<file path="src/hw/rtl/tgad_pkg.sv">
// Shared types and constants of the TGA 8-bit color-mapped decoder.
package tgad_pkg;

    localparam int DEF_MAX_WIDTH       = 1024;
    localparam int DEF_MAX_HEIGHT      = 512;
    localparam int DEF_PALETTE_ENTRIES = 256;

    localparam int HDR_LAST_IDX = 17;      // index of the final header byte
    localparam int QUEUE_DEPTH  = 4;
    localparam int ADDR_W       = 19;

    localparam logic [7:0] TGA_CMAP_PRESENT = 8'd1;
    localparam logic [7:0] TGA_TYPE_CMAP    = 8'd1;
    localparam logic [7:0] TGA_DEPTH_8      = 8'd8;
    localparam logic [7:0] TGA_PDEPTH_24    = 8'd24;
    localparam logic [7:0] TGA_PDEPTH_32    = 8'd32;

    typedef enum logic [2:0] {
        PH_HEADER,
        PH_ID,
        PH_PAL,
        PH_PIX,
        PH_DRAIN
    } t_phase;

    typedef enum logic [1:0] {
        KIND_PIXEL  = 2'd0,
        KIND_HEADER = 2'd1,
        KIND_DONE   = 2'd2,
        KIND_REJECT = 2'd3
    } t_kind;

    typedef enum logic [2:0] {
        ST_OK          = 3'd0,
        ST_BAD_TYPE    = 3'd1,
        ST_BAD_PLEN    = 3'd2,
        ST_BAD_PDEPTH  = 3'd3,
        ST_BAD_SIZE    = 3'd4,
        ST_TRUNC       = 3'd5
    } t_status;

    typedef enum logic {
        OP_PAL_WR = 1'b0,
        OP_RESULT = 1'b1
    } t_op;

    // One command from the parser to the execution side.
    typedef struct packed {
        t_op                 op;
        t_kind               kind;
        t_status             status;
        logic [ADDR_W-1:0]   addr;
        logic [7:0]          index;     // pixel index, or palette slot on a write
        logic                in_range;  // index below the palette length
        logic [14:0]         color;     // palette entry data on a write
        logic [10:0]         width;
        logic [9:0]          height;
    } t_cmd;

endpackage

</file>
<file path="src/hw/rtl/tgad_front.sv">
// Parser: header checks, ID skip, palette gather and pixel addressing.
module tgad_front #(
    parameter int MAX_WIDTH       = tgad_pkg::DEF_MAX_WIDTH,
    parameter int MAX_HEIGHT      = tgad_pkg::DEF_MAX_HEIGHT,
    parameter int PALETTE_ENTRIES = tgad_pkg::DEF_PALETTE_ENTRIES
) (
    input  logic           i_clk,
    input  logic           i_rst_n,
    input  logic           i_accept,
    input  logic [7:0]     i_data_byte,
    input  logic           i_last_byte,
    output logic           o_push,
    output tgad_pkg::t_cmd o_cmd
);

    localparam int WW  = $clog2(MAX_WIDTH + 1);
    localparam int WH  = $clog2(MAX_HEIGHT + 1);
    localparam int PLW = $clog2(PALETTE_ENTRIES + 1);
    localparam int AW  = tgad_pkg::ADDR_W;

    tgad_pkg::t_phase r_phase, n_phase;
    logic [7:0]       r_count, n_count;
    logic [7:0]       r_hdr [17];
    logic [7:0]       r_id_len, n_id_len;
    logic [PLW-1:0]   r_plen, n_plen;
    logic             r_bpe4, n_bpe4;
    logic [WW-1:0]    r_width, n_width;
    logic [WH-1:0]    r_height, n_height;
    logic             r_top_down, n_top_down;
    logic [4:0]       r_blue, n_blue;
    logic [4:0]       r_green, n_green;
    logic [4:0]       r_red, n_red;
    logic [PLW-1:0]   r_entry_idx, n_entry_idx;
    logic [WW-1:0]    r_column, n_column;
    logic [WH-1:0]    r_rows_left, n_rows_left;
    logic [AW-1:0]    r_row_base, n_row_base;
    logic [AW-1:0]    r_base_init;

    // header fields, taken from the shift line on the last header byte
    logic [15:0]       hdr_plen, hdr_w, hdr_h;
    tgad_pkg::t_status hdr_status;
    logic              hdr_byte_last;
    logic              pal_final;
    logic              col_last;
    logic              pix_done;
    logic              in_range;

    assign hdr_plen      = {r_hdr[6], r_hdr[5]};
    assign hdr_w         = {r_hdr[13], r_hdr[12]};
    assign hdr_h         = {r_hdr[15], r_hdr[14]};
    assign hdr_byte_last = (r_count == 8'(tgad_pkg::HDR_LAST_IDX));
    assign pal_final     = (r_count == 8'd3) || (r_count == 8'd2 && !r_bpe4);
    assign col_last      = (r_column == (r_width - WW'(1)));
    assign pix_done      = col_last && (r_rows_left == WH'(1));
    assign in_range      = ({1'b0, i_data_byte} < 9'(r_plen));

    always_comb begin
        if (r_hdr[1] != tgad_pkg::TGA_CMAP_PRESENT || r_hdr[2] != tgad_pkg::TGA_TYPE_CMAP
                || r_hdr[16] != tgad_pkg::TGA_DEPTH_8) begin
            hdr_status = tgad_pkg::ST_BAD_TYPE;
        end else if (hdr_plen == 16'd0 || hdr_plen > 16'(PALETTE_ENTRIES)) begin
            hdr_status = tgad_pkg::ST_BAD_PLEN;
        end else if (r_hdr[7] != tgad_pkg::TGA_PDEPTH_24
                && r_hdr[7] != tgad_pkg::TGA_PDEPTH_32) begin
            hdr_status = tgad_pkg::ST_BAD_PDEPTH;
        end else if (hdr_w == 16'd0 || hdr_h == 16'd0 || hdr_w > 16'(MAX_WIDTH)
                || hdr_h > 16'(MAX_HEIGHT)) begin
            hdr_status = tgad_pkg::ST_BAD_SIZE;
        end else begin
            hdr_status = tgad_pkg::ST_OK;
        end
    end

    // next state
    always_comb begin
        n_phase     = r_phase;
        n_count     = r_count;
        n_id_len    = r_id_len;
        n_plen      = r_plen;
        n_bpe4      = r_bpe4;
        n_width     = r_width;
        n_height    = r_height;
        n_top_down  = r_top_down;
        n_blue      = r_blue;
        n_green     = r_green;
        n_red       = r_red;
        n_entry_idx = r_entry_idx;
        n_column    = r_column;
        n_rows_left = r_rows_left;
        n_row_base  = r_row_base;
        if (i_accept) begin
            case (r_phase)
                tgad_pkg::PH_HEADER: begin
                    if (!hdr_byte_last) begin
                        n_count = i_last_byte ? 8'd0 : r_count + 8'd1;
                    end else begin
                        n_count = 8'd0;
                        if (hdr_status != tgad_pkg::ST_OK) begin
                            n_phase = i_last_byte ? tgad_pkg::PH_HEADER : tgad_pkg::PH_DRAIN;
                        end else begin
                            n_id_len    = r_hdr[0];
                            n_plen      = PLW'(hdr_plen);
                            n_bpe4      = (r_hdr[7] == tgad_pkg::TGA_PDEPTH_32);
                            n_width     = WW'(hdr_w);
                            n_height    = WH'(hdr_h);
                            n_top_down  = i_data_byte[5];
                            n_entry_idx = '0;
                            if (i_last_byte) begin
                                n_phase = tgad_pkg::PH_HEADER;
                            end else if (r_hdr[0] != 8'd0) begin
                                n_phase = tgad_pkg::PH_ID;
                            end else begin
                                n_phase = tgad_pkg::PH_PAL;
                            end
                        end
                    end
                end
                tgad_pkg::PH_ID: begin
                    if (i_last_byte) begin
                        n_phase = tgad_pkg::PH_HEADER;
                        n_count = 8'd0;
                    end else if (r_count + 8'd1 == r_id_len) begin
                        n_phase = tgad_pkg::PH_PAL;
                        n_count = 8'd0;
                    end else begin
                        n_count = r_count + 8'd1;
                    end
                end
                tgad_pkg::PH_PAL: begin
                    if (i_last_byte) begin
                        n_phase = tgad_pkg::PH_HEADER;
                        n_count = 8'd0;
                    end else begin
                        if (r_count == 8'd0) begin
                            n_blue = i_data_byte[7:3];
                        end
                        if (r_count == 8'd1) begin
                            n_green = i_data_byte[7:3];
                        end
                        if (r_count == 8'd2) begin
                            n_red = i_data_byte[7:3];
                        end
                        if (pal_final) begin
                            n_count     = 8'd0;
                            n_entry_idx = r_entry_idx + PLW'(1);
                            if (r_entry_idx + PLW'(1) == r_plen) begin
                                n_phase     = tgad_pkg::PH_PIX;
                                n_column    = '0;
                                n_rows_left = r_height;
                                n_row_base  = r_top_down ? '0 : r_base_init;
                            end
                        end else begin
                            n_count = r_count + 8'd1;
                        end
                    end
                end
                tgad_pkg::PH_PIX: begin
                    if (col_last) begin
                        n_column    = '0;
                        n_rows_left = r_rows_left - WH'(1);
                        n_row_base  = r_top_down ? r_row_base + AW'(r_width)
                                                 : r_row_base - AW'(r_width);
                    end else begin
                        n_column = r_column + WW'(1);
                    end
                    if (pix_done) begin
                        n_phase = i_last_byte ? tgad_pkg::PH_HEADER : tgad_pkg::PH_DRAIN;
                        n_count = 8'd0;
                    end else if (i_last_byte) begin
                        n_phase = tgad_pkg::PH_HEADER;
                        n_count = 8'd0;
                    end
                end
                tgad_pkg::PH_DRAIN: begin
                    if (i_last_byte) begin
                        n_phase = tgad_pkg::PH_HEADER;
                        n_count = 8'd0;
                    end
                end
                default: begin
                    n_phase = tgad_pkg::PH_HEADER;
                    n_count = 8'd0;
                end
            endcase
        end
    end

    // command to the queue
    always_comb begin
        o_push = 1'b0;
        o_cmd  = '0;
        o_cmd.op     = tgad_pkg::OP_RESULT;
        o_cmd.kind   = tgad_pkg::KIND_REJECT;
        o_cmd.status = tgad_pkg::ST_TRUNC;
        case (r_phase)
            tgad_pkg::PH_HEADER: begin
                if (!hdr_byte_last) begin
                    o_push = i_accept && i_last_byte;
                end else begin
                    o_push = i_accept;
                    if (hdr_status != tgad_pkg::ST_OK) begin
                        o_cmd.status = hdr_status;
                    end else if (!i_last_byte) begin
                        o_cmd.kind   = tgad_pkg::KIND_HEADER;
                        o_cmd.status = tgad_pkg::ST_OK;
                        o_cmd.width  = 11'(hdr_w);
                        o_cmd.height = 10'(hdr_h);
                    end
                end
            end
            tgad_pkg::PH_ID: begin
                o_push = i_accept && i_last_byte;
            end
            tgad_pkg::PH_PAL: begin
                o_push = i_accept && (i_last_byte || pal_final);
                if (!i_last_byte) begin
                    o_cmd.op     = tgad_pkg::OP_PAL_WR;
                    o_cmd.status = tgad_pkg::ST_OK;
                    o_cmd.index  = 8'(r_entry_idx);
                    o_cmd.color  = {r_blue, r_green,
                                    (r_count == 8'd2) ? i_data_byte[7:3] : r_red};
                end
            end
            tgad_pkg::PH_PIX: begin
                o_push = i_accept;
                if (pix_done || !i_last_byte) begin
                    o_cmd.kind     = pix_done ? tgad_pkg::KIND_DONE : tgad_pkg::KIND_PIXEL;
                    o_cmd.status   = tgad_pkg::ST_OK;
                    o_cmd.addr     = r_row_base + AW'(r_column);
                    o_cmd.index    = i_data_byte;
                    o_cmd.in_range = in_range;
                end
            end
            default: begin
                o_push = 1'b0;
            end
        endcase
    end

    always_ff @(posedge i_clk) begin
        if (!i_rst_n) begin
            r_phase <= tgad_pkg::PH_HEADER;
            r_count <= 8'd0;
        end else begin
            r_phase <= n_phase;
            r_count <= n_count;
        end
    end

    always_ff @(posedge i_clk) begin
        r_id_len    <= n_id_len;
        r_plen      <= n_plen;
        r_bpe4      <= n_bpe4;
        r_width     <= n_width;
        r_height    <= n_height;
        r_top_down  <= n_top_down;
        r_blue      <= n_blue;
        r_green     <= n_green;
        r_red       <= n_red;
        r_entry_idx <= n_entry_idx;
        r_column    <= n_column;
        r_rows_left <= n_rows_left;
        r_row_base  <= n_row_base;
        // bottom row offset; settles long before the palette ends
        r_base_init <= AW'(r_height - WH'(1)) * AW'(r_width);
    end

    // header shift line: after 17 bytes r_hdr[k] holds header byte k
    always_ff @(posedge i_clk) begin
        if (i_accept && r_phase == tgad_pkg::PH_HEADER) begin
            for (int k = 0; k < 16; k++) begin
                r_hdr[k] <= r_hdr[k+1];
            end
            r_hdr[16] <= i_data_byte;
        end
    end

endmodule

</file>
<file path="src/hw/rtl/tgad_queue.sv">
// Small command queue between the parser and the execution side.
module tgad_queue (
    input  logic           i_clk,
    input  logic           i_rst_n,
    input  logic           i_push,
    input  tgad_pkg::t_cmd i_cmd,
    input  logic           i_pop,
    output tgad_pkg::t_cmd o_cmd,
    output logic           o_empty,
    output logic           o_full
);

    localparam int DEPTH = tgad_pkg::QUEUE_DEPTH;
    localparam int PW    = $clog2(DEPTH);
    localparam int CW    = $clog2(DEPTH + 1);

    tgad_pkg::t_cmd r_slot [DEPTH];
    logic [PW-1:0]  r_wr_ptr, r_rd_ptr;
    logic [CW-1:0]  r_fill, n_fill;

    assign o_cmd   = r_slot[r_rd_ptr];
    assign o_empty = (r_fill == CW'(0));
    assign o_full  = (r_fill == CW'(DEPTH));

    always_comb begin
        n_fill = r_fill;
        if (i_push && !i_pop) begin
            n_fill = r_fill + CW'(1);
        end else if (i_pop && !i_push) begin
            n_fill = r_fill - CW'(1);
        end
    end

    always_ff @(posedge i_clk) begin
        if (!i_rst_n) begin
            r_wr_ptr <= '0;
            r_rd_ptr <= '0;
            r_fill   <= '0;
        end else begin
            if (i_push) begin
                r_wr_ptr <= r_wr_ptr + PW'(1);
            end
            if (i_pop) begin
                r_rd_ptr <= r_rd_ptr + PW'(1);
            end
            r_fill <= n_fill;
        end
    end

    always_ff @(posedge i_clk) begin
        if (i_push) begin
            r_slot[r_wr_ptr] <= i_cmd;
        end
    end

endmodule

</file>
<file path="src/hw/rtl/tgad_back.sv">
// Execution side: palette memory, color lookup and output register.
module tgad_back #(
    parameter int PALETTE_ENTRIES = tgad_pkg::DEF_PALETTE_ENTRIES
) (
    input  logic           i_clk,
    input  logic           i_rst_n,
    input  tgad_pkg::t_cmd i_cmd,
    input  logic           i_empty,
    output logic           o_pop,
    output logic           o_out_valid,
    input  logic           i_out_stall,
    output logic [1:0]     o_kind,
    output logic [2:0]     o_status,
    output logic [18:0]    o_pixel_address,
    output logic [7:0]     o_pixel_index,
    output logic [15:0]    o_pixel_color,
    output logic [10:0]    o_image_width,
    output logic [9:0]     o_image_height
);

    localparam int PIW = $clog2(PALETTE_ENTRIES);

    logic [14:0]    r_palette [PALETTE_ENTRIES];
    logic [14:0]    r_rd_data;
    logic           r_s1_valid, n_s1_valid;
    tgad_pkg::t_cmd r_s1_cmd;
    logic           r_out_valid;
    logic           out_take;
    logic [14:0]    s1_color;

    assign out_take = !r_out_valid || !i_out_stall;
    assign o_pop    = !i_empty && (!r_s1_valid || out_take);
    assign s1_color = r_s1_cmd.in_range ? r_rd_data : 15'd0;
    assign o_out_valid = r_out_valid;

    always_comb begin
        n_s1_valid = r_s1_valid;
        if (o_pop && i_cmd.op == tgad_pkg::OP_RESULT) begin
            n_s1_valid = 1'b1;
        end else if (out_take) begin
            n_s1_valid = 1'b0;
        end
    end

    always_ff @(posedge i_clk) begin
        if (!i_rst_n) begin
            r_s1_valid  <= 1'b0;
            r_out_valid <= 1'b0;
        end else begin
            r_s1_valid <= n_s1_valid;
            if (out_take) begin
                r_out_valid <= r_s1_valid;
            end
        end
    end

    // palette memory: write on a palette command, registered read on every pop
    always_ff @(posedge i_clk) begin
        if (o_pop && i_cmd.op == tgad_pkg::OP_PAL_WR) begin
            r_palette[i_cmd.index[PIW-1:0]] <= i_cmd.color;
        end
        if (o_pop) begin
            r_rd_data <= r_palette[i_cmd.index[PIW-1:0]];
            r_s1_cmd  <= i_cmd;
        end
    end

    always_ff @(posedge i_clk) begin
        if (out_take && r_s1_valid) begin
            o_kind          <= 2'(r_s1_cmd.kind);
            o_status        <= 3'(r_s1_cmd.status);
            o_pixel_address <= r_s1_cmd.addr;
            o_pixel_index   <= r_s1_cmd.index;
            // index 0 is the transparent entry
            o_pixel_color   <= {(r_s1_cmd.index != 8'd0), s1_color};
            o_image_width   <= r_s1_cmd.width;
            o_image_height  <= r_s1_cmd.height;
        end
    end

endmodule

</file>
<file path="src/hw/rtl/tga_indexed_image_decoder.sv">
// Top level of the uncompressed 8-bit color-mapped TGA decoder.
//
//  channel | dir | handshake                 | word
//  --------+-----+---------------------------+------------------------------------------
//  in      | in  | i_in_valid / o_in_stall   | i_data_byte, i_last_byte
//  out     | out | o_out_valid / i_out_stall | o_kind, o_status, o_pixel_address,
//          |     |                           | o_pixel_index, o_pixel_color,
//          |     |                           | o_image_width, o_image_height
//
// One file byte is taken per cycle while the command queue is not full. A pixel
// result passes through a queue slot, the palette memory read and the output register.
// Reset (i_rst_n low, synchronous) returns the parser to waiting for a header
// and empties the queue; the palette memory keeps its contents.
// o_in_stall rises only when the four-word command queue is full, which
// happens only while the output side is held by i_out_stall.
module tga_indexed_image_decoder #(
    parameter int MAX_WIDTH       = tgad_pkg::DEF_MAX_WIDTH,
    parameter int MAX_HEIGHT      = tgad_pkg::DEF_MAX_HEIGHT,
    parameter int PALETTE_ENTRIES = tgad_pkg::DEF_PALETTE_ENTRIES
) (
    input  logic        i_clk,
    input  logic        i_rst_n,
    input  logic        i_in_valid,
    output logic        o_in_stall,
    input  logic [7:0]  i_data_byte,
    input  logic        i_last_byte,
    output logic        o_out_valid,
    input  logic        i_out_stall,
    output logic [1:0]  o_kind,
    output logic [2:0]  o_status,
    output logic [18:0] o_pixel_address,
    output logic [7:0]  o_pixel_index,
    output logic [15:0] o_pixel_color,
    output logic [10:0] o_image_width,
    output logic [9:0]  o_image_height
);

    logic           in_accept;
    logic           push;
    tgad_pkg::t_cmd push_cmd;
    logic           pop;
    tgad_pkg::t_cmd head_cmd;
    logic           q_empty;
    logic           q_full;

    // the stall is the registered queue-full flag, never the input valid
    assign o_in_stall = q_full;
    assign in_accept  = i_in_valid && !q_full;

    // front: every accepted byte yields at most one command
    tgad_front #(
        .MAX_WIDTH       (MAX_WIDTH),
        .MAX_HEIGHT      (MAX_HEIGHT),
        .PALETTE_ENTRIES (PALETTE_ENTRIES)
    ) u_front (
        .i_clk       (i_clk),
        .i_rst_n     (i_rst_n),
        .i_accept    (in_accept),
        .i_data_byte (i_data_byte),
        .i_last_byte (i_last_byte),
        .o_push      (push),
        .o_cmd       (push_cmd)
    );

    tgad_queue u_queue (
        .i_clk   (i_clk),
        .i_rst_n (i_rst_n),
        .i_push  (push),
        .i_cmd   (push_cmd),
        .i_pop   (pop),
        .o_cmd   (head_cmd),
        .o_empty (q_empty),
        .o_full  (q_full)
    );

    // back: palette writes and lookups run in queue order
    tgad_back #(
        .PALETTE_ENTRIES (PALETTE_ENTRIES)
    ) u_back (
        .i_clk           (i_clk),
        .i_rst_n         (i_rst_n),
        .i_cmd           (head_cmd),
        .i_empty         (q_empty),
        .o_pop           (pop),
        .o_out_valid     (o_out_valid),
        .i_out_stall     (i_out_stall),
        .o_kind          (o_kind),
        .o_status        (o_status),
        .o_pixel_address (o_pixel_address),
        .o_pixel_index   (o_pixel_index),
        .o_pixel_color   (o_pixel_color),
        .o_image_width   (o_image_width),
        .o_image_height  (o_image_height)
    );

endmodule

</file>
<file path="config.mk">
export PLATFORM = sky130hd
export DESIGN_NAME = tga_indexed_image_decoder
export DESIGN_NICKNAME = d
export VERILOG_FILES = /design/src/hw/rtl/tgad_pkg.sv /design/src/hw/rtl/tgad_front.sv /design/src/hw/rtl/tgad_queue.sv /design/src/hw/rtl/tgad_back.sv /design/src/hw/rtl/tga_indexed_image_decoder.sv
export SDC_FILE = /design/constraint.sdc
export NUM_CORES = 2
export LEC_CHECK = 0
export ABC_AREA = 0
export BUFFER_PORTS_ARGS = -buffer_cell sky130_fd_sc_hd__buf_2
export CORE_MARGIN = 10
export CORE_UTILIZATION = 40
export CTS_BUF_LIST = sky130_fd_sc_hd__clkbuf_8
export CTS_CLUSTER_DIAMETER = 100
export CTS_CLUSTER_SIZE = 24
export DETAILED_ROUTE_END_ITERATION = 8
export PLACE_DENSITY = 0.59
export SLEW_MARGIN = 25
export SYNTH_ARGS = -nofsm -noshare
export SYNTH_HDL_FRONTEND = slang
export SYNTH_MEMORY_MAX_BITS = 65536
export SYNTH_SLANG_ARGS = --single-unit
</file>
<file path="constraint.sdc">
create_clock -name i_clk -period 12.42 [get_ports i_clk]
set_clock_uncertainty 0.15 [all_clocks]
set_input_delay 3.105 -clock i_clk [delete_from_list [all_inputs] [get_ports i_clk]]
set_output_delay 3.105 -clock i_clk [all_outputs]
set_load 0.01 [all_outputs]
</file>
# Word-level counts from Yosys, hierarchy flattened
# Memories as Yosys holds them, arrays and structs flattened. A register that Yosys moved wholly into a read port is not among the register bits.
# Index checks and enable logic that the tools add are counted.
[op_classes]
addsub = 13
mul = 1
magnitude_cmp = 4
eq_ne = 28
n_mux = 84
bitwise_logic = 3
n_reduce_logical = 54
[ops]
columns = ["cell", "n"]
rows = [
  ["$mux 19", 7],
  ["$mux 21", 4],
  ["$mux 8", 9],
  ["$mux 3", 19],
  ["$logic_not 16->1", 3],
  ["$mux 11", 4],
  ["$mux 10", 4],
  ["$pmux 8 s5", 1],
  ["$add 19x11->19", 2],
  ["$pmux 19 s2", 1],
  ["$mux 9", 4],
  ["$mux 33", 1],
  ["$mux 15", 2],
  ["$pmux 11 s2", 1],
  ["$pmux 10 s2", 1],
  ["$mul 19x11->19", 1],
  ["$sub 19x11->19", 1],
  ["$pmux 9 s2", 1],
  ["$eq 8x2->1 const B", 2],
  ["$gt 16x10->1 const B", 1],
  ["$gt 16x11->1 const B", 1],
  ["$gt 16x9->1 const B", 1],
  ["$ne 8x1->1 const B", 2],
  ["$pmux 8 s2", 1],
  ["46 further kinds", 113],
]
[word_totals]
register_bits = 266
ram_bits = 4256
inputBits = 13
out_inout_bits = 71
mem_count = 3
[mem_list]
columns = ["memory", "depth", "word_bits", "rd", "rd_ports_with_merged_regs", "write_ports", "line", "rtl"]
rows = [
  ["u_back.r_palette", 256, 15, 1, 1, 1, "tgad_back.sv:23", "logic [14:0] r_palette [PALETTE_ENTRIES];"],
  ["u_queue.r_slot", 4, 70, 1, 1, 1, "tgad_queue.sv:17", "tgad_pkg::t_cmd r_slot [DEPTH];"],
  ["u_front.r_hdr", 17, 8, 17, 0, 17, "tgad_front.sv:23", "logic [7:0] r_hdr [17];"],
]

# Longest topological paths before layout
# An unclocked memory read counts as a cell.
[depth]
word_depth = 13
ltp_mapped = 26

# Cells and area by module
# From an unflattened synthesis, not the netlist that was laid out.
[unflattened]
cells_unflattened = 8370
area_unflattened_um2 = 176878.4
[by_module_without_submodules]
columns = ["mod", "instances", "cells_per_inst", "area_each_um2", "seq_area_each_um2"]
rows = [
  ["tgad_back", 1, 6459, 149543.4, 119494.6],
  ["tgad_front", 1, 1501, 16701.0, 7807.5],
  ["tgad_queue", 1, 409, 10620.2, 8588.2],
  ["tga_indexed_image_decoder", 1, 1, 13.8, 0.0],
]

# Worst setup path before layout
# No wires, ideal clock.
[synth_path]
kind = "input port to flip-flop"
from = "in i_in_valid"
to = "mem u_front.r_hdr[0][0] (enable)"
setup_ns = 0.633
t_arrival_ns = 9.047
t_required_ns = 11.637
slack_ns = 2.589
stages = 3
path_buffers = 1
path_cell_list = "nand2b_1 clkbuf_1 nor2_1"
[synth_lines]
columns = ["item", "line", "rtl"]
rows = [
  ["from (decl)", "tga_indexed_image_decoder.sv:23", "input logic i_in_valid,"],
  ["to (decl)", "tgad_front.sv:23", ""],
]

==> run_results.csv <==
group,metric,value,unit
floorplanning,initial_core_util,40.14,%
grt,grtUsageTotal,22.52,%
routing,drt_wl_total,556500,um
timing,setup_viol,0,
synthesis,ys_ff_latch,4539,
routing,wl_met1,208900,um
worst_setup_path,setup.worst_path.class,"register to register",
placed_design,pre_cts_slack,5.098,ns
synthesis,yosys.area_share.simple,8.062,%
placed_design,place_congestion,0.9608,
timing,final.min_clock_period,7.264,ns
finish,syn_to_final_growth,7.392,%
synthesis,synth_nets,10760,
floorplanning,coreArea,449100,sq um
clock_tree,tritoncts,"done",
grt,antenna_found_initial,33,
routing,wl_met2,252000,um
placed_design,post-dp-hpwl,347000,um
min_path,hp-class,"register to register",
timing,setup_slack,5.156,ns
clock_tree,cts_setup_buffers,0,
clock_tree,holdBufCountCts,0,
routing,highest_layer,"met5",
timing,rsz0062_at_grt,"false",
grt,grt_max_degree,188,
timing,worst_slew_pin_slew,1.228,ns
synthesis,synth_compound_area_share,3.213,%
grt,grt_pass1_wl,775600,um
floorplanning,die_x,691.3,um
finish,final_core_util,43.11,%
timing,fin_crit_sh,58.48,%
routing,postRouteAntennaNets,0,
clock_tree,insertion_delay,1.21,ns
placed_design,placed_area,189700,sq um
worst_setup_path,cp_data_arrival_time,7.92,ns
routing,drt_drc_violations_left,0,
run_status,status,"finished clean",
power_and_ir_drop,leakage,61.87,nW
grt,grt_overflow,0,
floorplanning,die_area,477900,sq um
clock_tree,clk_path_buf_depth,4,
finish,layout.nets,10980,
floorplanning,die_y,691.3,um
finish,design_area,193600,sq um
routing,wire_per_inst,33.14,um
routing,viasPerCell,5.995,
timing,relSlewSlack,18.13,%
clock_tree,root_buffer,"clkbuf_8",
routing,route.vias.total,100700,
worst_setup_path,critPathMaxFanout,98,
synthesis,synth_warnings,0,
routing,drt_first_pass_iters,9,
synthesis,synth_top_family_by_area,"multiplexers",
synthesis,synth_fa_ha_area_share,1.737,%
synthesis,synth_cell_types,86,
job,drv_cap,0,
power_and_ir_drop,power.total,38.33,mW
synthesis,synth-xor-area-share,0.7086,%
floorplanning,row_count,246,
power_and_ir_drop,p_per_area,198.0,nW/um^2
finish,most-common-layout-cells,"edfxtp_1, nand2_1, mux4_2",
finish,layout-drive-gt1-share,14.31,%
synthesis,syn_area,180300,sq um
floorplanning,io_pins,84,
synthesis,synthMuxAreaShare,8.901,%
synthesis,synth.avg_cell_area,17.07,sq um
synthesis,synth_ff_type,"edfxtp_1",
power_and_ir_drop,ir_worst_vdd,201.9,uV
timing,fin_tns_setup,0,ns
worst_setup_path,start_kind,"register",
clock_tree,cts_resized,0,
worst_setup_path,setup.worst_path.end_class,"register",
clock_tree,numCtsBuffers,218,
synthesis,synth-edff-count,4498,
clock_tree,clock-sinks,4539,
timing,fmax,137.7,MHz
grt,grt_pass1_vias,97840,
synthesis,syn_inst,10560,
clock_tree,clk_pin_slew,0.15,ns
timing,hold_violations,0,
timing,drv_slew,0,
placed_design,portBuffers,83,
clock_tree,htreeDepth,4,
finish,layout_commonest_cell,"edfxtp_1",
worst_setup_path,cp.required,13.08,ns
synthesis,ys_seq_area_share,75.38,%
routing,wl_met3,60410,um
routing,drt_iter0_drc,14030,
synthesis,async_reset_ff_share,0,%
-- cell usage after synthesis (100+ instances only) --
library cell     n  share of area (%)
fa_1           102                1.1
edfxtp_1      4498                 75
clkbuf_1       212               0.44
a21oi_1        111               0.31
nand4_1        113               0.39
inv_1          178               0.37
buf_2          204               0.57
a31oi_1        118               0.41
nand3_1        537                1.5
and3_1         118               0.41
mux4_2         614                7.7
mux2i_1        210                1.2
nand2_1       1701                3.5
and2_1         100               0.35
nor2_1         429               0.89
-- power by group --
group / switching, mW / internal (mW)
clock: 4.52 / 1.69
sequential: 0.212 / 18.9
combinational: 9.57 / 3.44
total: 14.3 / 24.0
-- worst paths after layout --
path | start | endpoint | slack [ns] | cells after the start
worst min register to register | u_front.r_hdr[2][3]$_DFFE_PP_ | u_front.r_hdr[1][27]$_DFFE_PP_ | 0.25 | 0
worst max register to register | register | u_back.r_rd_data[7]$_DFFE_PP_ | 5.16 | 11
worst min-delay path | u_front.r_hdr[2][3]$_DFFE_PP_ | u_front.r_hdr[1][27]$_DFFE_PP_ | 0.25 | 0
worst max-delay path | register | u_back.r_rd_data[7]$_DFFE_PP_ | 5.16 | 11
-- state kept, by name, summed over array words and instances (netlist names), 16 cells and up, named ones only --
name,flops
u_back.o_pixel_color,16
u_queue.r_slot,280
u_back.r_s1_cmd,54
u_front.r_base_init,19
u_front.r_hdr,136
u_back.r_palette,3840
u_front.r_row_base,19
u_back.o_pixel_address,19
-- final cells by class --
type | instances | area (sq um)
fill | 39150 | 255500
sequential | 4539 | 135900
multi-input combinational | 5254 | 41240
tap | 5952 | 7447
timing repair buffer | 581 | 4816
clock buffer | 222 | 3055
inverter | 183 | 718.2
clock inverter | 35 | 370.4
antenna | 23 | 57.56
-- per-layer routing --
layer / track usage (%) / up-vias
met5: 0 / -
met4: 11.60 / 16
met3: 5.957 / 1063
met2: 34.71 / 5624
met1: 29.44 / 52960
li1: - / 40990
-- critical path: stages (launching register included) --
cell       delay (ns)
dfxtp_4          0.54
buf_4            0.62
mux2_8           0.58
inv_16           0.35
buf_4            0.73
buf_4            0.78
mux4_2           0.68
a22oi_1          0.16
o21ai_0          0.23
or4_1            0.59
a2111oi_4        0.70
nand4_1          0.37
-- per-stage QoR --
step                      std cells  hold WS [ns]
final                         16790        0.2470
after global routing          16770        0.2498
after CTS                     16760        0.2464
after detailed placement      16500        0.2545
after global placement        16490        0.2514
after floorplan               10560        0.2503
-- logic make-up after synthesis --
| group | Yosys count |
|---|---|
| AO/OA/AOI/OAI | 822 |
| XOR/XNOR | 141 |
| adder cells (fa/ha/maj) | 189 |
| buffers and inverters | 765 |
| flip-flops | 4539 |
| multiplexers | 834 |
| AND/OR/NAND/NOR | 3268 |
(Power assumes the default switching activity.)
